File: config.mk
export PLATFORM = sky130hd
export DESIGN_NAME = aedp_queue
export DESIGN_NICKNAME = d
export VERILOG_FILES = /design/src/hdl/aedp_pkg.sv /design/src/hdl/aedp_queue.sv
export SDC_FILE = /design/constraint.sdc
export NUM_CORES = 1
export LEC_CHECK = 0
export ABC_AREA = 1
export BUFFER_PORTS_ARGS = -buffer_cell sky130_fd_sc_hd__buf_4
export CORE_ASPECT_RATIO = 1.1
export CORE_MARGIN = 4
export CORE_UTILIZATION = 30
export DETAILED_ROUTE_END_ITERATION = 7
export HOLD_SLACK_MARGIN = 0.12
export SLEW_MARGIN = 20
export SYNTH_ARGS = -nofsm -noshare
export SYNTH_HDL_FRONTEND = slang
export SYNTH_SLANG_ARGS = --single-unit
File: constraint.sdc
create_clock -name clock -period 3.1 [get_ports clock]
set_input_delay 0 -clock clock [delete_from_list [all_inputs] [get_ports clock]]
set_output_delay 0 -clock clock [all_outputs]
set_load 0.05 [all_outputs]
File: src/hdl/aedp_pkg.sv
// Package for the alpha edge dilation pass: widths, register indexes and
// the item, command and configuration types that the block's modules share.
// No dependencies.
package aedp_pkg;

   localparam int MAX_WIDTH = 2048;
   localparam int IDX_W     = $clog2(MAX_WIDTH);
   localparam int COL_W     = IDX_W + 1;

   localparam logic [7:0] CSR_FRAME_WIDTH     = 8'd0;
   localparam logic [7:0] CSR_FRAME_HEIGHT    = 8'd1;
   localparam logic [7:0] CSR_ALPHA_THRESHOLD = 8'd2;
   localparam logic [7:0] CSR_BYTES_PER_PIXEL = 8'd3;

   localparam logic [7:0] KEY_OPAQUE = 8'd255;

   typedef struct packed {
      logic       command;
      logic [7:0] chan_zero;
      logic [7:0] chan_one;
      logic [7:0] chan_two;
      logic [7:0] chan_three;
   } req_type;

   typedef struct packed {
      logic [7:0] out_zero;
      logic [7:0] out_one;
      logic [7:0] out_two;
      logic [7:0] out_three;
      logic       frame_end;
   } rsp_type;

   typedef struct packed {
      logic             store_only;
      logic             emit;
      logic [31:0]      pix;
      logic [IDX_W-1:0] col;
      logic             up_en;
      logic             left_en;
      logic             right_en;
      logic             down_en;
      logic             frame_end;
   } cmd_type;

   typedef struct packed {
      logic [7:0] threshold;
      logic       three;
   } cfg_type;

endpackage

File: src/hdl/aedp_queue.sv
// Two-entry command queue between the front and back of the dilation pass.
// Depends on aedp_pkg.
module aedp_queue (
   input  logic             clock,
   input  logic             reset,
   input  logic             push,
   input  aedp_pkg::cmd_type din,
   output logic             full,
   input  logic             pop,
   output aedp_pkg::cmd_type dout,
   output logic             empty
);

   aedp_pkg::cmd_type entry_ff [2];
   logic       wptr_ff, wptr_in;
   logic       rptr_ff, rptr_in;
   logic [1:0] count_ff, count_in;
   logic       do_push, do_pop;

   assign full    = (count_ff == 2'd2);
   assign empty   = (count_ff == 2'd0);
   assign dout    = entry_ff[rptr_ff];
   assign do_push = push && !full;
   assign do_pop  = pop && !empty;

   always_comb begin
      wptr_in  = do_push ? !wptr_ff : wptr_ff;
      rptr_in  = do_pop ? !rptr_ff : rptr_ff;
      count_in = count_ff + 2'(do_push) - 2'(do_pop);
   end

   always_ff @(posedge clock) begin
      if (reset) begin
         wptr_ff  <= 1'b0;
         rptr_ff  <= 1'b0;
         count_ff <= 2'd0;
      end else begin
         wptr_ff  <= wptr_in;
         rptr_ff  <= rptr_in;
         count_ff <= count_in;
      end
   end

   always_ff @(posedge clock) begin
      if (do_push) begin
         entry_ff[wptr_ff] <= din;
      end
   end

endmodule

=== After elaboration in Yosys (flattened, before gate mapping) ===
Memory sizes are Yosys's and may differ from the RTL's. A register that Yosys moved wholly into a read port is not among the register bits.
Cells that the tools add are included.

* Flip-flop bits (word level): 4
* Word-level logic and storage cells: 18
* Input bits: 54
* Output and inout port bits: 52
* Bits in writable memories: 100
* Memories: 1

{| class="wikitable"
|+ Memories
! name !! words !! bits a word !! rd ports !! clocked after Yosys merged registers in !! write ports !! line !! text
|-
| entry_ff || 2 || 50 || 1 || 1 || 1 || aedp_queue.sv:14 || <nowiki>aedp_pkg::cmd_type entry_ff [2];</nowiki>
|}

* Reductions and logical operators: 7
* Equality and inequality tests: 1
* Add/subtract/negate cells: 2
* Mux-type cells: 4

{| class="wikitable"
|+ Operator list
! kind !! count
|-
| $logic_not 1->1 || 4
|-
| $mux 1 || 4
|-
| $add 2x1->2 || 1
|-
| $eq 2x2->1 const B || 1
|-
| $logic_and 1x1->1 || 2
|-
| $logic_not 2->1 || 1
|-
| $sub 2x1->2 || 1
|}

=== Logic depth before layout (Yosys ltp) ===
Gate-level depths: netlist (run 1).

* Word-level depth: 5
* Mapped depth: 11
* Depth with buffers taken out: 11

=== Worst setup path after synthesis (run 1) ===
Ideal clock, no wire load.

* Path type: flip-flop to flip-flop
* From: register count_ff[0]
* To: memory entry_ff[0][0] in the netlist's numbering, enable pin
* Path buffers: 0
* Cell stages (with the launch flop): 5
* Data arrival time: 2.658 ns
* Setup slack: -0.015 ns
* Period minus slack after synthesis: 3.115 ns
* Setup time: 0.458 ns
* Data required time: 2.642 ns
* Path through: dfxtp_1 > inv_1 > nand2_1 > nand2_1 > nor2_1

* Longest elaborated chain between the ends: 5

{| class="wikitable"
|+ Ends and longest elaborated chain
! item !! line !! text
|-
| start: declaration || aedp_queue.sv:17 || <nowiki>logic [1:0] count_ff, count_in;</nowiki>
|-
| start signal: assignment || aedp_queue.sv:40 || <nowiki>count_ff <= count_in;</nowiki>
|-
| $eq 2x2->1 || aedp_queue.sv:20 || <nowiki>assign full = (count_ff == 2'd2);</nowiki>
|-
| $logic_not 1->1 || aedp_queue.sv:23 || <nowiki>assign do_push = push && !full;</nowiki>
|-
| $logic_and 1x1->1 || aedp_queue.sv:23 ||
|-
| $mux 1 || aedp_queue.sv:45 || <nowiki>if (do_push) begin</nowiki>
|-
| $mux 1 (not written as such) || aedp_queue.sv:46 || <nowiki>entry_ff[wptr_ff] <= din;</nowiki>
|-
| end: declaration || aedp_queue.sv:14 ||
|}

Every way passes these cells.

==> results of run 1 <==
## synthesized netlist by cell type
cell | number | share of area
ha_1 | 2 | 0.0061
edfxtp_1 | 100 | 0.73
dfxtp_1 | 5 | 0.024
nand2_1 | 8 | 0.0073
nand3_1 | 3 | 0.0036
buf_6 | 1 | 0.0027
nor2_1 | 9 | 0.0082
a21oi_1 | 2 | 0.0024
mux2_4 | 50 | 0.18
buf_12 | 5 | 0.024
inv_1 | 10 | 0.0091
## power groups by stage
stage               logic [mW]  clock network [mW]  registers, mW
finish                    1.84               0.989           1.96
floorplan                 1.50                   0           1.88
CTS                       1.87                1.02           1.97
detailed placement        1.81                   0           2.00
global placement          1.80                   0           2.00
global route              1.94                1.10           2.00
## cell families (layout without fill, tap and decap cells)
logic type,after synthesis,in the layout
flip-flops,105,105
multiplexers,50,50
AND/OR/NAND/NOR,20,20
buffers and inverters,16,188
adder cells (fa/ha/maj),2,2
AO/OA/AOI/OAI,2,2
## routing by layer
| metal | share of wire | up-vias | GRT usage |
|---|---|---|---|
| li1 | - | 1070 | - |
| met4 | 0.016 | 0 | 0.0384 |
| met5 | 0 | - | 0 |
| met2 | 0.50 | 69 | 0.164 |
| met3 | 0.060 | 10 | 0.0362 |
| met1 | 0.43 | 1047 | 0.120 |
## flip-flops by register name (all words and copies together), names as in the netlist, named ones only
signal    flops
entry_ff    100
count_ff      2
rptr_ff       1
wptr_ff       1
## worst max-delay path: stages (launching register included)
cell and delay (ps):
dfxtp_4 970, mux2_4 360, buf_4 190
## per-stage QoR
stage / std cells / utilization / area, sq um / power (mW) / hold slack (ps)
floorplan: 195 / - / 4120 / 3.38 / 71.2
global placement: 482 / 0.380 / 5060 / 3.80 / 166
detailed placement: 482 / 0.380 / 5060 / 3.82 / 180
CTS: 551 / 0.439 / 5850 / 4.87 / 361
global route: 551 / 0.439 / 5850 / 5.03 / 373
finish: 551 / 0.439 / 5850 / 4.80 / 371
## worst paths after layout
check,to,slack (ps)
worst min register to register,flop,510
worst max-delay path,dout[20],1180
worst max register to register,entry_ff[1][7]$_DFFE_PP_,1240
worst min-delay path,count_ff[0]$_SDFF_PP0_,370
## area by class of cell
class	count	share of cell area
tap	184	0.0393
clock inverter	4	0.00342
sequential	105	0.531
timing repair buffer	162	0.230
multi-input combinational	74	0.149
inverter	10	0.00641
clock buffer	12	0.0404
## repair_timing
| action | CTS | global route |
|---|---|---|
| hold endpoints to repair | 105 | 0 |
| hold buffers | 53 | 0 |
| gates resized for setup | 0 | 0 |
| buffers inserted | 0 | 0 |
==> results.yml, run 1 <==
route:
  drtIter0Drc: 94
  ant_nets: 0
  detailroute.via_count: 2196
  routedWlPerCell_microns: 13.6
  drtPass1Iterations: 4
  drc: 0
  wl_microns: 7510
  via_per_inst: 3.99
finish:
  drive_gt1_frac: 0.471
  multi_input_area_sq_um: 872
  final_nets: 418
  regArea_sq_mm: 0.00311
  final_common_cell: "buf_4"
  num_antenna_cells: 0
  layout_common_cells: "buf_4, edfxtp_1, dlygate4sd3_1, mux2_4"
  fill_cells: 1218
  area_delta_synth_final_pct: 42.2
pwr:
  ir_drop_uv: 540
  p_int_mw: 3.07
  pwr_density_cell_mw_per_mm2: 820
  switching_power_mw: 1.73
  p_sw_frac: 0.360
  power_frac_clock: 0.206
  p_leak_nw: 2.31
  combPwrFrac: 0.384
  p_seq_frac: 0.409
synth:
  synth.avg_cell_area_sq_um: 21.1
  synth_fp_nets: 251
  syn-instance-count: 195
  synth_cell_types: 11
  yosys_warnings: 0
  synth_fa_ha_area_frac: 0.00608
  synth.area.mux_share: 0.182
  synth_xor_area_frac: 0
  synthesis.area_sq_mm: 0.00412
  ys_ff_latch: 105
  synth_compound_area_frac: 0.00243
  synth_top_family_by_area: "multiplexers"
  synth.yosys.seq_area_share: 0.754
  yosys.area_share.simple: 0.0191
die:
  io_pins: 106
  start_util: 0.309
  rows: 44
  design.die.area_sq_mm: 0.0157
  core-area_sq_mm: 0.0133
  die_x_microns: 120
  fp.dieH_microns: 131
worst_hold_path:
  min_path_cells: 3
  hold_class: "input pin to flop"
  worstHoldStart: "reset"
place:
  port_buffers: 105
  gp_congestion: 0.670
  hpwl_microns: 5000
  pre_cts_ws_ps: 1220
global_routing:
  grt_max_degree: 51
  grt_pass1_vias: 2297
  grt_usage: 0.0992
  grt_pass1_wl_microns: 11800
  grt_antenna_before_repair: 0
  grt_overflow: 0
sta:
  fmax_mhz: 521
  setup_ws_ps: 1180
  period_needed_ps: 1920
  finalHoldViolCount: 0
  finalSetupViolations: 0
  tns_ps: 0
  fin_skew_ps: 6.17
  tightest_slew_ps: 958
  fin_crit_sh: 0.619
  slew_headroom: 0.361
  drv_slew: 0
  rsz0062_at_grt: "false"
critical_path:
  worst-setup-path-type: "flop to output pin"
  r2r_start: "count_ff[0]$_SDFF_PP0_"
  critPathLaunchType: "flop"
  reg2regPathDepth: 5
  path_max_fanout: 50
  cp.arrival_ps: 1920
  cp.required_ps: 3100
  cp-end-kind: "output pin"
cts:
  cts_tree: "done"
  clock-root-buffer: "clkbuf_16"
  htreeDepth: 3
  clock-sinks: 105
  clockBufferDepth: 2
  clock_latency_ps: 330
  path_clk_slew_ps: 70
  cts_buffers: 9
run_status:
  status: "finished clean"
flow_run:
  max_cap_viol_count: 0
(Power assumes the default switching activity.)
==> run 2: changes to the inputs <==
--- a/config.mk
+++ b/config.mk
@@ -5,7 +5,7 @@
 export SDC_FILE = /design/constraint.sdc
 export NUM_CORES = 1
 export LEC_CHECK = 0
-export ABC_AREA = 1
+export ABC_AREA = 0
 export BUFFER_PORTS_ARGS = -buffer_cell sky130_fd_sc_hd__buf_4
 export CORE_ASPECT_RATIO = 1.1
 export CORE_MARGIN = 4
==> constraint.sdc (replaced) <==
create_clock -name clock -period 1.7 [get_ports clock]
set_input_delay 0 -clock clock [delete_from_list [all_inputs] [get_ports clock]]
set_output_delay 0 -clock clock [all_outputs]
set_load 0.05 [all_outputs]
==> run 2 against run 1 <==
Net effect:
- clock skew up 0.89 ps
- register-to-register slack worse by 1100 ps
- die area down 6.5%
- highest routed layer unchanged
==> results.yml, run 2 <==
run_status:
  status: "finished clean"
synth:
  synth.yosys.seq_area_share: 0.810
  synth_edf_count: 100
  ys_ff_latch: 105
  synth_commonest_cells: "edfxtp_1, mux2_2, buf_2, dfxtp_1"
  yosysMostFrequentCell: "edfxtp_1"
  synth_cell_types: 22
  yosys.area.top_type: "edfxtp_1"
  synth.avg_cell_area_sq_um: 20.9
  async_reset_ff_frac: 0
  synth_fp_nets: 239
  yosys_warnings: 0
  syn-instance-count: 183
  synthesis.area_sq_mm: 0.00383
  synth.area.top_cells: "edfxtp_1, mux2_2, dfxtp_1, mux2_1, buf_2"
  synthFlopType: "edfxtp_1"
  synth_top_area_frac: 0.784
die:
  io_pins: 106
  start_util: 0.305
  fp.dieH_microns: 126
  die_x_microns: 116
  core-area_sq_mm: 0.0125
  rows: 43
  design.die.area_sq_mm: 0.0146
critical_path:
  path_max_fanout: 21
  r2r_start: "count_ff[0]$_SDFF_PP0_"
  cp_cell_sequence: "buf_4, mux2_2, buf_4"
  cp_num_buf_inv: 2
  worst-setup-path-type: "flop to output pin"
  critPathTopFamily: "buffers and inverters"
  slowest_delay_ps: 390
  cp.required_ps: 1700
  cp-end-kind: "output pin"
  reg2reg_setup_slack_ps: 130
  cp_slowest_cell: "mux2_2"
  critPathLaunchType: "flop"
  cp.arrival_ps: 1570
  reg2regPathDepth: 8
  rr_endpoint: "count_ff[1]$_SDFF_PP0_"
  cpMostUsedCell: "buf_4"
global_routing:
  grt_usage: 0.105
  grt_antenna_before_repair: 0
  grt_pass1_vias: 2270
  grt_overflow: 0
  grt_max_degree: 30
  grt_pass1_wl_microns: 11500
route:
  drtPass1Iterations: 4
  detailroute.via_count: 2158
  drc: 0
  via_per_inst: 4.21
  ant_nets: 0
  wl_microns: 7440
  drtIter0Drc: 83
  routedWlPerCell_microns: 14.5
finish:
  drive_gt1_frac: 0.508
  largest_register_ffs: 100
  layout_common_cells: "buf_4, edfxtp_1, dlygate4sd3_1, mux2_2, clkbuf_16"
  stdcell_count: 513
  final_common_cell: "buf_4"
  area_delta_synth_final_pct: 50.5
  reg_top3: "entry_ff: 100 flops, count_ff: 2 flops"
  num_antenna_cells: 0
  regMostFlops: "entry_ff"
  post-route-cell-area_sq_mm: 0.00576
  final_nets: 408
sta:
  finalHoldViolCount: 0
  fin_crit_sh: 0.925
  finalSetupViolations: 0
  setup_ws_ps: 128
  slew_headroom: 0.801
  fin_skew_ps: 7.06
  period_needed_ps: 1570
  tightest_slew_ps: 298
  drv_slew: 0
  fmax_mhz: 636
  rsz0062_at_grt: "false"
cts:
  clock-root-buffer: "clkbuf_16"
  clock_latency_ps: 330
  cts_buffers: 9
  clock-sinks: 105
  clockBufferDepth: 2
  path_clk_slew_ps: 70
  cts_tree: "done"
  htreeDepth: 3
place:
  hpwl_microns: 4830
  dp_cells: 445
  gp_congestion: 0.698
  port_buffers: 105
  pre_cts_ws_ps: 72.4
  postPlaceCellArea_sq_mm: 0.00492
worst_hold_path:
  worstHoldStart: "din[24]"
  min_path_cells: 2
  whs_endpoint: "entry_ff[1][24]$_DFFE_PP_"
  hold_class: "input pin to flop"
pwr:
  power.total_mw: 9.33
  p_leak_nw: 2.17
  pwr_density_cell_mw_per_mm2: 1620
  ir_drop_uv: 883
flow_run:
  max_cap_viol_count: 0
==> run 2: cell types whose count changed after synthesis, sizes merged, moves of 3 or more <==
cell / delta
inv: -6
nand2: -7
nand3: -3
nor2: -5
==> run 2: metrics by stage <==
stage | hold slack (ps) | setup TNS (ps) | utilization
5_1_grt | 380 | 0 | 0.460
2_1_floorplan | 64.2 | -4900 | -
3_3_place_gp | 187 | 0 | 0.392
3_5_place_dp | 188 | 0 | 0.392
6_report | 387 | 0 | 0.460
4_1_cts | 373 | 0 | 0.459
==> run 2: layout make-up <==
cell class	instances	area, sq um
fill	1092	6770
sequential	105	3110
timing repair buffer	164	1430
multi-input combinational	68	697
clock buffer	9	225
tap	157	196
clock inverter	6	83.8
inverter	4	26.3
==> run 2: worst register-to-register path: cells and delay by family, from the launching register on <==
kind / cells / cell delay, ps
AND/OR/NAND/NOR: 4 / 530
XOR/XNOR: 1 / 150
flip-flops: 1 / 350
buffers and inverters: 1 / 40
adder cells (fa/ha/maj): 2 / 440
==> run 2: worst max path at each step <==
stage | from | endpoint | cells after the start
2_1_floorplan | count_ff[0]$_SDFF_PP0_ | entry_ff[0][0]$_DFFE_PP_ | 4
3_3_place_gp | count_ff[0]$_SDFF_PP0_ | count_ff[1]$_SDFF_PP0_ | 8
3_5_place_dp | count_ff[0]$_SDFF_PP0_ | count_ff[1]$_SDFF_PP0_ | 8
4_1_cts | count_ff[0]$_SDFF_PP0_ | count_ff[1]$_SDFF_PP0_ | 8
5_1_grt | count_ff[0]$_SDFF_PP0_ | count_ff[1]$_SDFF_PP0_ | 8
6_report | flop | dout[1] | 3
==> run 2: cell families after synthesis <==
group                      share of synthesized area
adders and majority gates                    0.00653
AOI/OAI and AO/OA                            0.00457
xor gates and xnor gates                     0.00458
muxes                                          0.147
and+or+nand+nor                               0.0154
DFF                                            0.810
buffers and inverters                         0.0114
==> run 2: power by group <==
group / switching (mW) / internal (mW) / total [mW]
clock network: 0.846 / 1.28 / 2.12
logic: 2.45 / 1.36 / 3.80
registers: 0.107 / 3.30 / 3.41
total: 3.40 / 5.93 / 9.33
==> run 2: metal layers <==
metal  up-vias  GRT usage  share of wire
met5         -          0              0
met3        10     0.0243          0.055
li1       1050          -              -
met4         0     0.0532          0.019
met2        56      0.179           0.51
met1      1042      0.121           0.41
==> run 2: what timing repair did <==
| action | CTS | global route |
|---|---|---|
| endpoints found under the hold margin | 105 | 0 |
| resized for setup | 0 | 1 |
| hold buffers | 53 | 0 |
| setup buffers | 0 | 0 |
| endpoints found under the setup margin | 0 | 1 |
==> run 3: changes to the inputs <==
--- a/config.mk
+++ b/config.mk
@@ -7,11 +7,15 @@
 export LEC_CHECK = 0
 export ABC_AREA = 0
 export BUFFER_PORTS_ARGS = -buffer_cell sky130_fd_sc_hd__buf_4
+export CELL_PAD_IN_SITES_DETAIL_PLACEMENT = 0
+export CELL_PAD_IN_SITES_GLOBAL_PLACEMENT = 1
 export CORE_ASPECT_RATIO = 1.1
 export CORE_MARGIN = 4
 export CORE_UTILIZATION = 30
 export DETAILED_ROUTE_END_ITERATION = 7
 export HOLD_SLACK_MARGIN = 0.12
+export PLACE_DENSITY_LB_ADDON = 0.1
+export RECOVER_POWER = 50
 export SLEW_MARGIN = 20
 export SYNTH_ARGS = -nofsm -noshare
 export SYNTH_HDL_FRONTEND = slang
==> run 3 against run 2 <==
Net effect:
- sequential power barely moved
- largest cell class unchanged
- highest routed layer unchanged
- first-iteration DRC count fell by 43%
- largest power group unchanged
- hold slack improved by 19 ps
- sequential share of layout area rose by 0.65 points
==> results.yml, run 3 (same netlist as run 2, synthesis figures left out) <==
place:
  port_buffers: 105
  pre_cts_ws_ps: 163
  postPlaceCellArea_sq_mm: 0.00493
  hpwl_microns: 4920
  dp_cells: 445
  gp_congestion: 0.700
route:
  ant_nets: 0
  drtPass1Iterations: 4
  drc: 0
  via_per_inst: 4.24
  routedWlPerCell_microns: 14.7
  wl_microns: 7570
  drtIter0Drc: 47
  detailroute.via_count: 2173
finish:
  regArea_sq_mm: 0.00311
  largest_register_ffs: 100
  layout_common_cells: "edfxtp_1, dlygate4sd3_1, buf_4, mux2_2, clkbuf_4"
  fill_cells: 1114
  final_common_cell: "edfxtp_1"
  drive_gt1_frac: 0.463
  final_nets: 408
  reg_top3: "entry_ff: 100 flops, count_ff: 2 flops"
  num_antenna_cells: 0
  area_delta_synth_final_pct: 48.6
  post-route-cell-area_sq_mm: 0.00569
  regMostFlops: "entry_ff"
  multi_input_area_sq_um: 692
  stdcell_count: 513
sta:
  rsz0062_at_grt: "false"
  fin_skew_ps: 4.04
  finalSetupViolations: 0
  drv_slew: 0
  period_needed_ps: 1560
  tightest_slew_ps: 601
  fmax_mhz: 641
  tns_ps: 0
  slew_headroom: 0.601
  setup_ws_ps: 140
  fin_crit_sh: 0.918
  finalHoldViolCount: 0
global_routing:
  grt_overflow: 0
  grt_usage: 0.107
  grt_pass1_vias: 2334
  grt_max_degree: 30
  grt_pass1_wl_microns: 11700
  grt_antenna_before_repair: 0
die:
  core-area_sq_mm: 0.0125
  die_x_microns: 116
  start_util: 0.305
  rows: 43
  fp.dieH_microns: 126
  io_pins: 106
  design.die.area_sq_mm: 0.0146
cts:
  htreeDepth: 3
  path_clk_slew_ps: 70
  clock-root-buffer: "clkbuf_16"
  post_cts_buffers: 0
  cts_tree: "done"
  cts_buffers: 9
  clock_latency_ps: 340
  clockBufferDepth: 2
  clock-sinks: 105
critical_path:
  worst-setup-path-type: "flop to flop"
  cp.arrival_ps: 1830
  cp-end-kind: "flop"
  cp.required_ps: 1970
  critPathLaunchType: "flop"
  path_max_fanout: 5
pwr:
  ir_drop_uv: 777
  pwr_density_cell_mw_per_mm2: 1620
  power.total_mw: 9.19
  p_leak_nw: 2.10
flow_run:
  max_cap_viol_count: 0
run_status:
  status: "finished clean"
worst_hold_path:
  hold_class: "input pin to flop"
## run 3: cell types whose count changed in the layout (fill, tap and decap cells not counted), moves of 3 or more
| cell | before | now |
|---|---|---|
| buf_4 | 106 | 53 |
| clkbuf_4 | 0 | 40 |
| clkbuf_1 | 0 | 13 |
| clkinv_2 | 3 | 0 |
## run 3: layout make-up
cell class | count | share of cell area
Clock inverter | 6 | 0.0119
Clock buffer | 9 | 0.0396
Tap cell | 157 | 0.0345
Sequential cell | 105 | 0.546
Timing Repair Buffer | 164 | 0.242
Multi-Input combinational cell | 68 | 0.122
Inverter | 4 | 0.00462
## run 3: what timing repair did
| item | in CTS | in global routing |
|---|---|---|
| hold buffers | 53 | 0 |
| hold endpoints to repair | 105 | 0 |
| gates resized for setup | 0 | 0 |
## run 3: per-stage QoR
stage | utilization | hold WS (ps)
floorplan | - | 64.2
global placement | 0.393 | 186
detailed placement | 0.393 | 187
CTS | 0.459 | 364
global route | 0.454 | 392
finish | 0.454 | 406
## run 3: per-layer routing
metal,global-route usage,up-vias,part of all wire
li1,-,1054,-
met1,0.130,1049,0.43
met2,0.175,58,0.50
met3,0.0305,12,0.054
met4,0.0491,0,0.022
met5,0,-,0
## run 3: critical path: stages (launching register included)
cell and delay, ps:
dfxtp_1 370, o21a_1 240, ha_1 280, inv_1 40, ha_1 170, xor2_1 140
and2_1 150, nor3_1 100
## run 3: path summary, 6_finish.rpt
| path | cells after the start | startpoint | endpoint | slack (ps) |
|---|---|---|---|---|
| min reg2reg | 2 | wptr_ff$_SDFFE_PP0P_ | wptr_ff$_SDFFE_PP0P_ | 490 |
| min | 2 | din[30] | entry_ff[1][30]$_DFFE_PP_ | 410 |
| max | 7 | count_ff[1]$_SDFF_PP0_ | count_ff[1]$_SDFF_PP0_ | 140 |
| max reg2reg | 7 | count_ff[1]$_SDFF_PP0_ | count_ff[1]$_SDFF_PP0_ | 140 |
## run 3: power by group
group          leakage [nW]  switching, mW  internal, mW
logic                 0.981           2.45          1.33
registers             0.976          0.105          3.30
clock network         0.140          0.875          1.14
total                  2.10           3.43          5.76
