**src/hdl/aedp_pkg.sv**
```systemverilog
// Package for the alpha edge dilation pass: widths, register indexes and
// the item, command and configuration types that the block's modules share.
// No dependencies.
package aedp_pkg;

   localparam int MAX_WIDTH = 2048;
   localparam int IDX_W     = $clog2(MAX_WIDTH);
   localparam int COL_W     = IDX_W + 1;

   localparam logic [7:0] CSR_FRAME_WIDTH     = 8'd0;
   localparam logic [7:0] CSR_FRAME_HEIGHT    = 8'd1;
   localparam logic [7:0] CSR_ALPHA_THRESHOLD = 8'd2;
   localparam logic [7:0] CSR_BYTES_PER_PIXEL = 8'd3;

   localparam logic [7:0] KEY_OPAQUE = 8'd255;

   typedef struct packed {
      logic       command;
      logic [7:0] chan_zero;
      logic [7:0] chan_one;
      logic [7:0] chan_two;
      logic [7:0] chan_three;
   } req_type;

   typedef struct packed {
      logic [7:0] out_zero;
      logic [7:0] out_one;
      logic [7:0] out_two;
      logic [7:0] out_three;
      logic       frame_end;
   } rsp_type;

   typedef struct packed {
      logic             store_only;
      logic             emit;
      logic [31:0]      pix;
      logic [IDX_W-1:0] col;
      logic             up_en;
      logic             left_en;
      logic             right_en;
      logic             down_en;
      logic             frame_end;
   } cmd_type;

   typedef struct packed {
      logic [7:0] threshold;
      logic       three;
   } cfg_type;

endpackage

```
**src/hdl/aedp_front.sv**
```systemverilog
// Front of the dilation pass: configuration registers, raster counters and
// classification of each item into a command for the back. Depends on aedp_pkg.
module aedp_front (
   input  logic              clock,
   input  logic              reset,
   input  logic              csr_valid,
   input  logic [7:0]        csr_index,
   input  logic [15:0]       csr_data,
   input  logic              item_valid,
   input  aedp_pkg::req_type item,
   output logic              cmd_push,
   output aedp_pkg::cmd_type cmd,
   output aedp_pkg::cfg_type cfg
);

   localparam int COL_W = aedp_pkg::COL_W;
   localparam int IDX_W = aedp_pkg::IDX_W;

   logic [11:0]      fw_ff;
   logic [15:0]      fh_ff;
   logic [7:0]       thr_ff;
   logic [2:0]       bpp_ff;
   logic [COL_W-1:0] in_col_ff, in_col_in;
   logic [15:0]      in_row_ff, in_row_in;
   logic [COL_W-1:0] out_col_ff, out_col_in;
   logic [15:0]      out_row_ff, out_row_in;

   logic [COL_W-1:0] w;
   logic [15:0]      h;
   logic             three;
   logic [COL_W-1:0] c;
   logic [COL_W-1:0] c_next;
   logic [15:0]      orow;
   logic             restart;

   assign three = (bpp_ff == 3'd3);
   assign cfg   = '{threshold: thr_ff, three: three};
   assign restart = csr_valid && ((csr_index == aedp_pkg::CSR_FRAME_WIDTH) ||
                                  (csr_index == aedp_pkg::CSR_FRAME_HEIGHT) ||
                                  (csr_index == aedp_pkg::CSR_BYTES_PER_PIXEL));

   always_comb begin
      priority if (fw_ff == 12'd0) begin
         w = COL_W'(1);
      end else if (32'(fw_ff) > aedp_pkg::MAX_WIDTH) begin
         w = COL_W'(aedp_pkg::MAX_WIDTH);
      end else begin
         w = COL_W'(fw_ff);
      end
      h = (fh_ff == 16'd0) ? 16'd1 : fh_ff;
   end

   always_comb begin
      cmd_push   = 1'b0;
      cmd        = '0;
      in_col_in  = in_col_ff;
      in_row_in  = in_row_ff;
      out_col_in = out_col_ff;
      out_row_in = out_row_ff;
      c          = '0;
      orow       = out_row_ff;
      if (item.command) begin
         c = (out_col_ff < w) ? out_col_ff : w - COL_W'(1);
      end else begin
         c = (in_col_ff < w) ? in_col_ff : w - COL_W'(1);
         orow = in_row_ff - 16'd1;
      end
      c_next = c + COL_W'(1);

      cmd.pix = {three ? 8'd0 : item.chan_three, item.chan_two, item.chan_one,
                 item.chan_zero};
      cmd.col       = c[IDX_W-1:0];
      cmd.up_en     = (orow != 16'd0);
      cmd.left_en   = (c != '0);
      cmd.right_en  = (c_next < w);
      cmd.frame_end = (orow == h - 16'd1) && (c == w - COL_W'(1));

      if (item_valid) begin
         if (item.command) begin
            if (in_row_ff >= h) begin
               cmd_push    = 1'b1;
               cmd.emit    = 1'b1;
               cmd.down_en = 1'b0;
               out_col_in  = c_next;
               if (c_next >= w) begin
                  out_col_in = '0;
                  out_row_in = out_row_ff + 16'd1;
               end
               if (out_row_in >= h) begin
                  in_col_in  = '0;
                  in_row_in  = '0;
                  out_col_in = '0;
                  out_row_in = '0;
               end
            end
         end else if (in_row_ff < h) begin
            cmd_push = 1'b1;
            if (in_row_ff == 16'd0) begin
               cmd.store_only = 1'b1;
            end else begin
               cmd.emit    = 1'b1;
               cmd.down_en = 1'b1;
               out_row_in  = orow;
               out_col_in  = c_next;
               if (c_next >= w) begin
                  out_col_in = '0;
                  out_row_in = in_row_ff;
               end
            end
            in_col_in = c_next;
            if (c_next >= w) begin
               in_col_in = '0;
               in_row_in = in_row_ff + 16'd1;
            end
         end
      end
   end

   always_ff @(posedge clock) begin
      if (reset) begin
         fw_ff      <= 12'd64;
         fh_ff      <= 16'd64;
         thr_ff     <= 8'd10;
         bpp_ff     <= 3'd4;
         in_col_ff  <= '0;
         in_row_ff  <= '0;
         out_col_ff <= '0;
         out_row_ff <= '0;
      end else begin
         if (csr_valid) begin
            unique case (csr_index)
               aedp_pkg::CSR_FRAME_WIDTH:     fw_ff  <= csr_data[11:0];
               aedp_pkg::CSR_FRAME_HEIGHT:    fh_ff  <= csr_data;
               aedp_pkg::CSR_ALPHA_THRESHOLD: thr_ff <= csr_data[7:0];
               aedp_pkg::CSR_BYTES_PER_PIXEL: bpp_ff <= csr_data[2:0];
               default: ;
            endcase
         end
         if (restart) begin
            in_col_ff  <= '0;
            in_row_ff  <= '0;
            out_col_ff <= '0;
            out_row_ff <= '0;
         end else begin
            in_col_ff  <= in_col_in;
            in_row_ff  <= in_row_in;
            out_col_ff <= out_col_in;
            out_row_ff <= out_row_in;
         end
      end
   end

endmodule

```
**config.mk**
```make
export PLATFORM = sky130hd
export DESIGN_NAME = aedp_front
export DESIGN_NICKNAME = d
export VERILOG_FILES = /design/src/hdl/aedp_pkg.sv /design/src/hdl/aedp_front.sv
export SDC_FILE = /design/constraint.sdc
export NUM_CORES = 1
export LEC_CHECK = 0
export ABC_CLOCK_PERIOD_IN_PS = 11100
export BUFFER_PORTS_ARGS = -buffer_cell sky130_fd_sc_hd__buf_4
export CAP_MARGIN = 5
export CORE_MARGIN = 3
export CORE_UTILIZATION = 30
export CTS_CLUSTER_DIAMETER = 100
export CTS_CLUSTER_SIZE = 25
export DETAILED_ROUTE_END_ITERATION = 8
export GPL_ROUTABILITY_DRIVEN = 0
export SKIP_LAST_GASP = 1
export SLEW_MARGIN = 20
export SYNTH_ARGS = -nofsm -noshare
export SYNTH_HDL_FRONTEND = slang
export SYNTH_SLANG_ARGS = --single-unit
```
**constraint.sdc**
```tcl
create_clock -name clock -period 11.1 [get_ports clock]
set_input_delay 1.665 -clock clock [delete_from_list [all_inputs] [get_ports clock]]
set_output_delay 1.665 -clock clock [all_outputs]
set_load 0.02 [all_outputs]
```
# == Word-level counts from Yosys, hierarchy flattened ==
# Index checks and enable logic that the tools add are counted.
# word_totals
reg_bits,95
in_bits,61
out_inout_bits,60
wordCells,97
# op_classes
addsub,6
magnitude_cmp,8
n_eq_ne,9
muxes,46
n_reduce_logical,20
# ops
cell,n
16-bit two-way mux,17
12-bit two-way mux,15
12-bit < comparator,3
"16-bit by 1-bit adder with 16-bit output, second input constant",2
16-bit >= comparator,2
16-bit logical NOT,2
"16-bit by 1-bit subtractor with 16-bit output, second input constant",2
16-bit equality test,1
"8-bit by 2-bit equality test with 1-bit output, second input constant",2
16-bit < comparator,1
16-bit nonzero test,1
"12-bit by 1-bit adder with 12-bit output, second input constant",1
12-bit equality test,1
12-bit >= comparator,1
"12-bit > comparator, second input constant",1
12-bit logical NOT,1
12-bit nonzero test,1
"12-bit by 1-bit subtractor with 12-bit output, second input constant",1
1-bit two-way mux,11
"8-bit by 1-bit equality test with 1-bit output, second input constant",1
8-bit logical NOT,1
8-bit two-way mux,1
2-bit AND reduction,4
4-bit AND reduction,2
9 further kinds,14

# == Longest topological paths before layout ==
# Gate-level depths: netlist of run 1.
# logic_depth
depth_word,16
ltp_mapped,38
depth_no_buf,33

# == Worst setup path before layout of run 1 ==
# OpenSTA, ideal clock, no wires.
# synth_timing
path_type,flip-flop to flip-flop
start,register fw_ff[11]
end,register in_row_ff[10]
t_arrival_ps,7891
t_required_ps,10972
path_slack_ps,3082
stages_incl_launch_ff,35
n_path_buf,5
path_cell_list,dfxtp_1 > clkbuf_1 > inv_1 > buf_1 > nand2_1 > ha_1 > nand2_1 > a2111o_1 > a211o_2 > nand2_1 > buf_2 > mux2i_1 > mux2_2 > inv_1 > ha_1 > o21ai_1 > nor4b_4 > and4_1 > nor2_1 > ha_1 > nand4_1 > a211o_1 > o211ai_1 > nand4_1 > nor3_1 > xor2_1 > ha_1 > nand4_1 > or3_1 > o211ai_1 > o211a_1 > clkbuf_1 > a21o_1 > buf_1 > nor2_1
# synth_lines
item,line_no,text
"start, declared",aedp_front.sv:19,logic [11:0] fw_ff;
"start signal, assigned",aedp_front.sv:132,aedp_pkg::CSR_FRAME_WIDTH: fw_ff <= csr_data[11:0];
"end signal, assigned",aedp_front.sv:146,in_row_ff <= in_row_in;
"end, declared",aedp_front.sv:24,"logic [15:0] in_row_ff, in_row_in;"

# == Final worst setup path of run 1 ==
# layout_timing
start,register fw_ff[11]
end,register out_col_ff[8]
# layout_between
elab_chain_len,16
word_cells_on_any_way,23
classes_between,add/sub (2); order compare (5); mux (15); reduce/logical (1)
# layout_rtl
item,line_no,text
12-bit > comparator,aedp_front.sv:45,end else if (32'(fw_ff) > aedp_pkg::MAX_WIDTH) begin
12-bit two-way mux,aedp_front.sv:45,
12-bit two-way mux (*),aedp_front.sv:43,priority if (fw_ff == 12'd0) begin
12-bit by 1-bit subtractor with 12-bit output (tied with other cells),"aedp_front.sv:63, aedp_front.sv:65",
12-bit two-way mux (on tied branches),"aedp_front.sv:65, aedp_front.sv:63",
12-bit two-way mux,aedp_front.sv:62,if (item.command) begin
12-bit by 1-bit adder with 12-bit output,aedp_front.sv:68,c_next = c + COL_W'(1);
12-bit >= comparator,"aedp_front.sv:85, aedp_front.sv:105",
16-bit two-way mux,aedp_front.sv:85,if (c_next >= w) begin
16-bit two-way mux,aedp_front.sv:80,if (in_row_ff >= h) begin
16-bit two-way mux,aedp_front.sv:79,if (item.command) begin
16-bit two-way mux,aedp_front.sv:78,if (item_valid) begin
16-bit >= comparator,aedp_front.sv:89,if (out_row_in >= h) begin
12-bit two-way mux,aedp_front.sv:89,
12-bit two-way mux,aedp_front.sv:80,
12-bit two-way mux (*),aedp_front.sv:79,
"end signal, assigned",aedp_front.sv:147,out_col_ff <= out_col_in;
"end, declared",aedp_front.sv:25,"logic [COL_W-1:0] out_col_ff, out_col_in;"
# Mark *: on every way between the ends. The rest lies on a longest branch, timed or not. The select of a mux whose other input is x is not followed.
# A chain may end at the register's enable or synchronous reset.

==> results.py, run 1 <==
metrics = {
    "status": {
        "status": "finished clean",
    },
    "drt": {
        "routed-wl-met2_microns": 12100,
        "maxUsedRoutingLayer": "met4",
        "antenna_left": 0,
        "wl_met3_microns": 1680,
        "detail_route.wl_per_cell_microns": 18.2,
        "drtPass1Iterations": 7,
        "drtIter0Drc": 797,
        "routed_via_density": 5.48,
        "wl_met1_microns": 12400,
        "finalWirelength_microns": 26800,
        "vias": 8098,
        "drc": 0,
    },
    "finish": {
        "n_antenna_cell": 0,
        "final_cell_count_no_fill": 1479,
        "stdcell_area_sq_mm": 0.00945,
        "final_util_pct": 33.9,
        "n_fill_cell": 2940,
        "nets": 1230,
        "drive_gt1_share_pct": 11.5,
        "area_growth_pct": 10.9,
    },
    "critical_path": {
        "r2r_cells": 32,
        "critPathLaunchType": "register",
        "path_depth": 32,
        "worstPathArrival_ns": 9.88,
        "path_buf_inv": 2,
        "crit_top_cell": "ha_1",
        "slowest_stage": "a211oi_1",
        "max_stage_delay_ns": 0.68,
        "end_kind": "register",
        "crit_path_max_fanout": 17,
        "cpLargestDelayFamily": "compound AO/OA/AOI/OAI gates",
        "crit_type": "register to register",
        "cp_data_required_time_ns": 11.41,
    },
    "sta": {
        "rsz0062_at_grt": "false",
        "timing.final.crit_share_pct": 86.2,
        "postLayoutSetupSlackWorst_ns": 1.54,
        "clock_skew_ns": 0.0136,
        "tns_ns": 0,
        "hold_viol_final": 0,
        "finalSetupViolCount": 0,
        "fmax_mhz": 105,
        "worst-slew-pin-transition_ns": 1.07,
        "relSlewSlack_pct": 26.5,
        "report.final.slew_viol_count": 0,
        "timing.hold.ws_ns": 0.467,
        "period_minus_slack_ns": 9.56,
    },
    "placement": {
        "pre_cts_ws_ns": 1.68,
        "port_buffers": 72,
        "place_inst": 1463,
        "placedInstanceArea_sq_mm": 0.00914,
        "hpwl_microns": 20700,
    },
    "power_and_ir_drop": {
        "total_power_mw": 0.879,
        "pwr_density_cell_mw_per_mm2": 93.0,
        "ir_drop_mv": 0.0681,
        "p_leak_nw": 3.93,
    },
    "die": {
        "placementRows": 61,
        "die_w_microns": 174,
        "die_y_microns": 174,
        "pin_count": 121,
        "core_area_sq_mm": 0.0279,
        "dieArea_sq_mm": 0.0304,
        "start_util_pct": 30.6,
    },
    "synthesis": {
        "synthArstFlopShare_pct": 0,
        "yosysTopAreaCell": "dfxtp_1",
        "syn-cell-area_sq_mm": 0.00852,
        "synth_cells": 1089,
        "ys_seq_elements": 95,
        "synth_top_area_share_pct": 22.3,
        "synth-edff-count": 0,
        "ys_types": 74,
        "yosysWarnings": 0,
        "ys_top_cells_by_area": "dfxtp_1 (22%), ha_1 (11%), xnor2_1 (6.7%)",
        "synthFlopType": "dfxtp_1",
        "syn_nets": 1223,
        "seq_area_frac_synth_pct": 22.3,
        "synth.avg_cell_area_sq_um": 7.82,
    },
    "clocking": {
        "clock_tree.buffer_depth": 2,
        "cts.reportedPaths.clkPinSlew_ns": 0.09,
        "cts_hold_buf": 0,
        "cts_sinks": 95,
        "cts_root_buffer": "clkbuf_16",
        "clk_latency_ns": 0.37,
        "cts_resized": 0,
        "cts_setup_buffers": 0,
        "cts.htree.levels": 3,
        "cts_tree": "built",
        "cts_buffers": 9,
    },
    "global_route": {
        "grt_pass1_wl_microns": 42700,
        "overflow": 0,
        "antenna_found_initial": 0,
        "grt_pass1_vias": 7597,
        "grt_max_degree": 53,
        "grt.total_usage_pct": 17.4,
    },
    "worst_hold_path": {
        "holdPathStages": 1,
        "hold_path_class": "register to register",
    },
    "run": {
        "cap_violations": 0,
    },
}
## synthesized netlist by cell type (5+ instances only)
| cell | n |
|---|---|
| or4_1 | 6 |
| a221o_1 | 5 |
| xor2_1 | 22 |
| o21ai_0 | 44 |
| nor4_1 | 30 |
| nand2_1 | 106 |
| nor2b_1 | 6 |
| nor4b_1 | 5 |
| and4_1 | 7 |
| a22o_1 | 8 |
| ha_1 | 73 |
| nand3_1 | 26 |
| nand4_1 | 28 |
| a211o_1 | 10 |
| a221oi_1 | 6 |
| buf_4 | 26 |
| or3_1 | 18 |
| and2_1 | 13 |
| a21oi_1 | 53 |
| a211oi_1 | 11 |
| dfxtp_1 | 95 |
| xnor2_1 | 65 |
| o21a_1 | 6 |
| nor2_1 | 106 |
| a22oi_1 | 8 |
| and3_1 | 9 |
| inv_1 | 41 |
| mux2i_1 | 54 |
| o31ai_1 | 7 |
| nand2b_1 | 8 |
| nor3_1 | 32 |
| a21o_1 | 15 |
| nor3b_1 | 5 |
| a31oi_1 | 9 |
| a31o_2 | 5 |
| clkbuf_1 | 44 |
| o32ai_1 | 7 |
## final cells by class
class / instances / area [sq um] / area share (%)
Clock inverter: 7 / 81.3 / 0.861
Tap cell: 378 / 473 / 5.01
Inverter: 41 / 154 / 1.63
Multi-Input combinational cell: 871 / 6030 / 63.8
Timing Repair Buffer: 78 / 586 / 6.20
Clock buffer: 9 / 225 / 2.38
Sequential cell: 95 / 1900 / 20.1
## power breakdown
| group | switching [mW] | internal, mW | total [mW] |
|---|---|---|---|
| clock network | 0.172 | 0.162 | 0.334 |
| registers | 0.00456 | 0.343 | 0.348 |
| logic | 0.122 | 0.0753 | 0.198 |
## path summary, 6_finish.rpt
path | slack (ns) | endpoint | start
max | 1.54 | out_col_ff[8] | fw_ff[11]
min | 0.47 | bpp_ff[2] | bpp_ff[2]
max reg2reg | 1.54 | out_col_ff[8] | fw_ff[11]
min reg2reg | 0.47 | bpp_ff[2] | bpp_ff[2]
## kinds of logic (layout without fill, tap and decap cells)
group           after synthesis  after routing  synth area share [%]
mux                          59             59                  7.07
fa+ha+maj                    73             73                  10.7
flops                        95             95                  22.3
simple gates                429            429                  26.3
buf+inv                     123            135                  6.95
compound gates              223            223                  17.7
xor+xnor                     87             87                  8.95
## routing by layer
metal,up-vias,global-route usage (%)
met5,-,0
met4,0,5.72
met3,44,3.06
met2,289,28.1
met1,3818,23.6
li1,3947,-
## worst reg2reg max path: cells and delay by family, from the launching register on
kind | cells | cell delay, ns
AO/OA/AOI/OAI | 13 | 3.41
AND/OR/NAND/NOR | 10 | 3.38
adder cells (fa/ha/maj) | 4 | 1.05
buffers and inverters | 2 | 0.60
multiplexers | 2 | 0.53
flip-flops | 1 | 0.42
XOR/XNOR | 1 | 0.12
## cells in the final DEF (no fill, tap or decap), drive strengths merged, types with 32 or more instances in the layout
master,synthesis,final
inv,41,45
o21ai,48,48
nor3,32,32
nand2,106,106
nor4,34,34
mux2i,56,56
nor2,107,107
ha,73,73
dfxtp,95,95
a21oi,53,53
xnor2,65,65
buf,36,78
## sequential cells by signal, summed over array words and instances, names as in the netlist
register and count:
fh_ff 16, in_row_ff 16, out_row_ff 16, fw_ff 12, in_col_ff 12, out_col_ff 12
thr_ff 8, bpp_ff 3
Power figures use the tool's default switching activity.
==> inputs of run 2 (changes only) <==
--- a/config.mk
+++ b/config.mk
@@ -5,6 +5,7 @@
 export SDC_FILE = /design/constraint.sdc
 export NUM_CORES = 1
 export LEC_CHECK = 0
+export ABC_AREA = 1
 export ABC_CLOCK_PERIOD_IN_PS = 11100
 export BUFFER_PORTS_ARGS = -buffer_cell sky130_fd_sc_hd__buf_4
 export CAP_MARGIN = 5
@@ -14,6 +15,7 @@
 export CTS_CLUSTER_SIZE = 25
 export DETAILED_ROUTE_END_ITERATION = 8
 export GPL_ROUTABILITY_DRIVEN = 0
+export SETUP_SLACK_MARGIN = 0.05
 export SKIP_LAST_GASP = 1
 export SLEW_MARGIN = 20
 export SYNTH_ARGS = -nofsm -noshare
==> run 2 against run 1 <==
  * Cell count up 17%
  * Fmax up 7.1%
  * Global-route usage down 0.12 points
  * Synthesized cell count up 22%
  * Sequential share of layout area down 0.096 points
  * Worst setup slack better by 0.64 ns
  * Clock-buffer cell count up 3
  * Register-to-register slack better by 0.64 ns
  * Non-clock buffer count down 1
  * Combinational power rose to 6.7 times the previous value
  * First-iteration DRC count up 1.9%
  * Critical endpoint is now in_row_ff[4]
  * Largest cell class unchanged
  * Largest power group is now combinational logic
  * Highest routed layer unchanged
==> results.py, run 2 <==
metrics = {
    "status": {
        "status": "finished clean",
    },
    "drt": {
        "drc": 0,
        "drtPass1Iterations": 5,
        "drtIter0Drc": 812,
        "antenna_left": 0,
        "vias": 8731,
        "routed_via_density": 5.05,
        "finalWirelength_microns": 27000,
        "detail_route.wl_per_cell_microns": 15.6,
    },
    "sta": {
        "fmax_mhz": 112,
        "tns_ns": 0,
        "rsz0062_at_grt": "false",
        "worst-slew-pin-transition_ns": 1.01,
        "timing.final.crit_share_pct": 80.4,
        "relSlewSlack_pct": 32.5,
        "period_minus_slack_ns": 8.93,
        "hold_viol_final": 0,
        "finalSetupViolCount": 0,
        "clock_skew_ns": 0.0134,
        "report.final.slew_viol_count": 0,
    },
    "die": {
        "placementRows": 61,
        "core_area_sq_mm": 0.0279,
        "dieArea_sq_mm": 0.0305,
        "die_w_microns": 175,
        "pin_count": 121,
        "start_util_pct": 30.6,
        "die_y_microns": 175,
    },
    "finish": {
        "area_growth_pct": 11.4,
        "nets": 1479,
        "top_regs": "fh_ff (16), in_row_ff (16), out_row_ff (16)",
        "n_antenna_cell": 0,
        "stdcell_area_sq_mm": 0.00949,
        "drive_gt1_share_pct": 10.7,
        "final_cell_mix": "nand2_1 (273), inv_1 (147), nor2_1 (133)",
        "layout_commonest_cell": "nand2_1",
    },
    "placement": {
        "hpwl_microns": 20900,
        "port_buffers": 72,
        "placedInstanceArea_sq_mm": 0.00917,
    },
    "critical_path": {
        "slowest_stage": "a21oi_1",
        "max_stage_delay_ns": 0.70,
        "end_kind": "register",
        "cp_data_required_time_ns": 11.36,
        "reg2reg_from": "fw_ff[6]",
        "r2r-end": "in_row_ff[4]",
        "crit_path_max_fanout": 33,
        "crit_top_cell": "nand2_1",
        "reg2reg_slack_ns": 2.17,
        "critPathLaunchType": "register",
        "r2r_cells": 44,
        "worstPathArrival_ns": 9.19,
        "crit_type": "register to register",
    },
    "synthesis": {
        "synthArstFlopShare_pct": 0,
        "yosysMostFrequentCell": "nand2_1",
        "synth_cells": 1331,
        "synth_top_area_share_pct": 22.3,
        "synth-edff-count": 0,
        "ys_top_cells_by_area": "dfxtp_1 (22%), nand2_1 (12%), ha_1 (11%)",
        "yosysTopAreaCell": "dfxtp_1",
        "synth_common_cells": "nand2_1 (273), inv_1 (149), nor2_1 (133), nand3_1 (103), a21oi_1 (99)",
        "ys_types": 47,
        "syn-cell-area_sq_mm": 0.00852,
        "syn_nets": 1465,
        "yosysWarnings": 0,
        "ys_seq_elements": 95,
        "synthFlopType": "dfxtp_1",
        "synth.avg_cell_area_sq_um": 6.40,
        "seq_area_frac_synth_pct": 22.3,
    },
    "clocking": {
        "cts_tree": "built",
        "cts_hold_buf": 0,
        "cts_resized": 0,
        "cts_root_buffer": "clkbuf_16",
        "clk_latency_ns": 0.36,
        "cts_setup_buffers": 0,
        "cts_buffers": 9,
        "cts.reportedPaths.clkPinSlew_ns": 0.08,
        "clock_tree.buffer_depth": 2,
        "cts_sinks": 95,
        "cts.htree.levels": 3,
    },
    "run": {
        "cap_violations": 0,
    },
    "global_route": {
        "grt_pass1_vias": 8114,
        "overflow": 0,
        "antenna_found_initial": 0,
        "grt.total_usage_pct": 17.3,
        "grt_max_degree": 49,
        "grt_pass1_wl_microns": 42800,
    },
    "power_and_ir_drop": {
        "pwr_density_cell_mw_per_mm2": 218,
        "p_leak_nw": 4.18,
        "ir_drop_mv": 0.202,
    },
    "worst_hold_path": {
        "holdPathStages": 2,
        "min_to": "out_col_ff[0]",
        "min_from": "out_col_ff[0]",
        "hold_path_class": "register to register",
    },
}
-- run 2: cell types whose count changed after synthesis, sizes merged, moves of 19 or more --
cell,change
xnor2,-58
a21oi,+49
nor4,-27
or3,-19
o21ai,+46
nand2,+190
inv,+115
nor2,+34
nand3,+83
mux2i,-56
xor2,+29
-- run 2: power by group --
part / internal [mW] / switching (mW) / total [mW]
combinational: 0.424 / 0.892 / 1.32
sequential: 0.366 / 0.0307 / 0.396
clock: 0.206 / 0.150 / 0.356
-- run 2: per-layer routing --
layer | vias to the layer above | routed length [microns] | track usage, % | part of all wire [%]
met3 | 62 | 1370 | 2.51 | 5.1
met2 | 259 | 12300 | 28.5 | 46
met5 | - | 0 | 0 | 0
li1 | 4420 | - | - | -
met4 | 0 | 1090 | 7.48 | 4.1
met1 | 3990 | 12100 | 22.6 | 45
-- run 2: kinds of logic (layout without fill, tap and decap cells) --
| kind of cell | after synthesis | after routing | share of synthesized area (%) |
|---|---|---|---|
| simple gates | 627 | 627 | 33.4 |
| compound gates | 245 | 245 | 15.8 |
| buf+inv | 233 | 252 | 11.8 |
| flops | 95 | 95 | 22.3 |
| fa+ha+maj | 73 | 73 | 10.7 |
| xor+xnor | 58 | 58 | 6.05 |
-- run 2: worst max path at each step --
stage                     startpoint             to  slack [ns]  cells after the start
after floorplan             item[32]  in_row_ff[15]        3.98                     32
after global placement      fw_ff[6]   in_col_ff[0]        2.35                     41
after detailed placement    fw_ff[6]   in_col_ff[0]        2.16                     41
after CTS                   fw_ff[6]   in_col_ff[0]        2.14                     41
after global routing        fw_ff[6]   in_row_ff[4]        1.26                     46
final                       fw_ff[6]   in_row_ff[4]        2.17                     44
-- run 2: area by class of cell --
| class | count | area (sq um) |
|---|---|---|
| Fill cell | 3051 | 18400 |
| Multi-Input combinational cell | 1003 | 5620 |
| Sequential cell | 95 | 1900 |
| Inverter | 159 | 597 |
| Timing Repair Buffer | 77 | 578 |
| Tap cell | 378 | 473 |
| Clock buffer | 12 | 246 |
| Clock inverter | 4 | 77.6 |
-- run 2: stage by stage --
step	utilization [%]	setup slack (ns)	std cells	power, mW	hold WS, ns
finish	34.1	2.17	1728	2.07	0.475
global route	34.1	1.26	1728	2.24	0.505
CTS	34.1	2.14	1728	2.05	0.474
detailed placement	32.9	2.16	1712	1.70	0.456
global placement	32.9	2.35	1712	1.68	0.443
floorplan	-	3.98	1331	1.35	0.443
-- run 2: worst max-delay path, delay by kind of cell, from the launching register on --
family	cells	cell delay, ns
AOI/OAI and AO/OA	8	1.60
and+or+nand+nor	27	3.97
adders and majority gates	4	1.14
DFF	1	0.36
buffers and inverters	5	1.74
==> inputs of run 3 (changes only) <==
--- a/config.mk
+++ b/config.mk
@@ -5,8 +5,8 @@
 export SDC_FILE = /design/constraint.sdc
 export NUM_CORES = 1
 export LEC_CHECK = 0
-export ABC_AREA = 1
-export ABC_CLOCK_PERIOD_IN_PS = 11100
+export ABC_AREA = 0
+export ABC_CLOCK_PERIOD_IN_PS = 8850
 export BUFFER_PORTS_ARGS = -buffer_cell sky130_fd_sc_hd__buf_4
 export CAP_MARGIN = 5
 export CORE_MARGIN = 3
==> constraint.sdc (replaced) <==
create_clock -name clock -period 8.85 [get_ports clock]
set_input_delay 1.3275 -clock clock [delete_from_list [all_inputs] [get_ports clock]]
set_output_delay 1.3275 -clock clock [all_outputs]
set_load 0.02 [all_outputs]
==> run 3 against run 2 <==
  * Worst setup slack worse by 1.4 ns
  * Total power is 46% lower
  * Sequential power is 10% higher
  * Die area hardly changed
  * Critical path depth is 13 lower
  * Cell area is 1.6% higher
  * Global-route usage is 0.29 points higher
  * Non-clock buffer count is 24 higher
  * Cell count is 13% lower
  * First-iteration DRC count is 16% lower
  * Critical path type unchanged
  * Largest power group is now registers
==> results.py, run 3 (synthesis gave the netlist of run 1 again) <==
metrics = {
    "sta": {
        "worst-slew-pin-transition_ns": 0.869,
        "period_minus_slack_ns": 8.11,
        "timing.final.crit_share_pct": 91.7,
        "fmax_mhz": 123,
        "tns_ns": 0,
        "report.final.slew_viol_count": 0,
        "rsz0062_at_grt": "false",
        "relSlewSlack_pct": 41.9,
        "clock_skew_ns": 0.0173,
        "finalSetupViolCount": 0,
        "timing.hold.ws_ns": 0.463,
        "hold_viol_final": 0,
    },
    "placement": {
        "place_inst": 1484,
        "port_buffers": 72,
        "hpwl_microns": 21100,
    },
    "critical_path": {
        "end_kind": "register",
        "cpLargestDelayFamily": "simple AND/OR/NAND/NOR gates",
        "path_buf_inv": 2,
        "cp_data_required_time_ns": 9.16,
        "critPathLaunchType": "register",
        "slowest_stage": "or4_4",
        "worstPathArrival_ns": 8.42,
        "crit_path_max_fanout": 13,
        "reg2reg_slack_ns": 0.74,
        "crit_type": "register to register",
        "max_stage_delay_ns": 0.54,
    },
    "clocking": {
        "cts.htree.levels": 3,
        "cts_tree": "built",
        "cts.reportedPaths.clkPinSlew_ns": 0.08,
        "cts_buffers": 9,
        "cts_hold_buf": 0,
        "clk_latency_ns": 0.37,
        "cts_sinks": 95,
        "cts_root_buffer": "clkbuf_16",
        "clock_tree.buffer_depth": 2,
    },
    "finish": {
        "n_fill_cell": 2920,
        "n_antenna_cell": 0,
        "final_cell_count_no_fill": 1502,
        "top_regs": "fh_ff (16), in_row_ff (16), out_row_ff (16)",
        "seq_area_sq_mm": 0.00190,
        "final_util_pct": 34.6,
        "multi_input_area_sq_mm": 0.00605,
        "final_cell_mix": "nand2_1 (106), nor2_1 (106), buf_4 (101)",
        "area_growth_pct": 13.3,
        "nets": 1253,
        "drive_gt1_share_pct": 13.7,
    },
    "power_and_ir_drop": {
        "p_leak_nw": 4.05,
        "pwr_density_cell_mw_per_mm2": 116,
        "total_power_mw": 1.12,
        "ir_drop_mv": 0.0838,
    },
    "global_route": {
        "grt.total_usage_pct": 17.6,
        "overflow": 0,
        "grt_max_degree": 41,
        "antenna_found_initial": 1,
        "grt_pass1_wl_microns": 43100,
        "grt_pass1_vias": 7546,
    },
    "drt": {
        "finalWirelength_microns": 27400,
        "antenna_left": 0,
        "routed_via_density": 5.42,
        "drtIter0Drc": 682,
        "drc": 0,
        "drtPass1Iterations": 5,
        "detail_route.wl_per_cell_microns": 18.2,
        "vias": 8142,
    },
    "run": {
        "cap_violations": 0,
    },
    "die": {
        "die_w_microns": 174,
        "die_y_microns": 174,
        "core_area_sq_mm": 0.0279,
        "dieArea_sq_mm": 0.0304,
        "placementRows": 61,
        "pin_count": 121,
        "start_util_pct": 30.6,
    },
    "status": {
        "status": "finished clean",
    },
    "worst_hold_path": {
        "hold_path_class": "register to register",
    },
}
-- run 3: final cells by class --
class	count	area share [%]
inverters	41	1.63
multi-input cells	871	62.7
clock inverters	7	0.869
well taps	378	4.90
repair buffers	101	7.86
flip-flops and latches	95	19.7
clock buffers	9	2.33
-- run 3: path summary, 6_finish.rpt --
check	cells past startpoint	to	from
max reg2reg	31	out_col_ff[8]	fw_ff[8]
min	1	bpp_ff[2]	bpp_ff[2]
min reg2reg	1	bpp_ff[2]	bpp_ff[2]
max	31	out_col_ff[8]	fw_ff[8]
-- run 3: per-layer routing --
metal	global-route usage (%)	wire length (microns)
met4	5.42	664
met5	0	13
met1	24.3	12600
met3	3.06	1720
met2	28.1	12300
-- run 3: timing repair --
item | CTS | global route
pin swaps | 0 | 0
endpoints found under the setup margin | 1 | 53
buffers inserted | 0 | 2
gates resized for setup | 1 | 5
-- run 3: metrics by stage --
| stage | cell area [sq um] | worst slack (ns) |
|---|---|---|
| 2_1_floorplan | 8520 | 0.832 |
| 3_3_place_gp | 9300 | 0.170 |
| 3_5_place_dp | 9300 | 0.0769 |
| 4_1_cts | 9610 | 0.266 |
| 5_1_grt | 9650 | 0.145 |
| 6_report | 9650 | 0.737 |
-- run 3: where the power goes --
group	switching [mW]	internal, mW	total (mW)
Combinational	0.157	0.0995	0.257
Sequential	0.00583	0.431	0.436
Clock	0.219	0.204	0.423
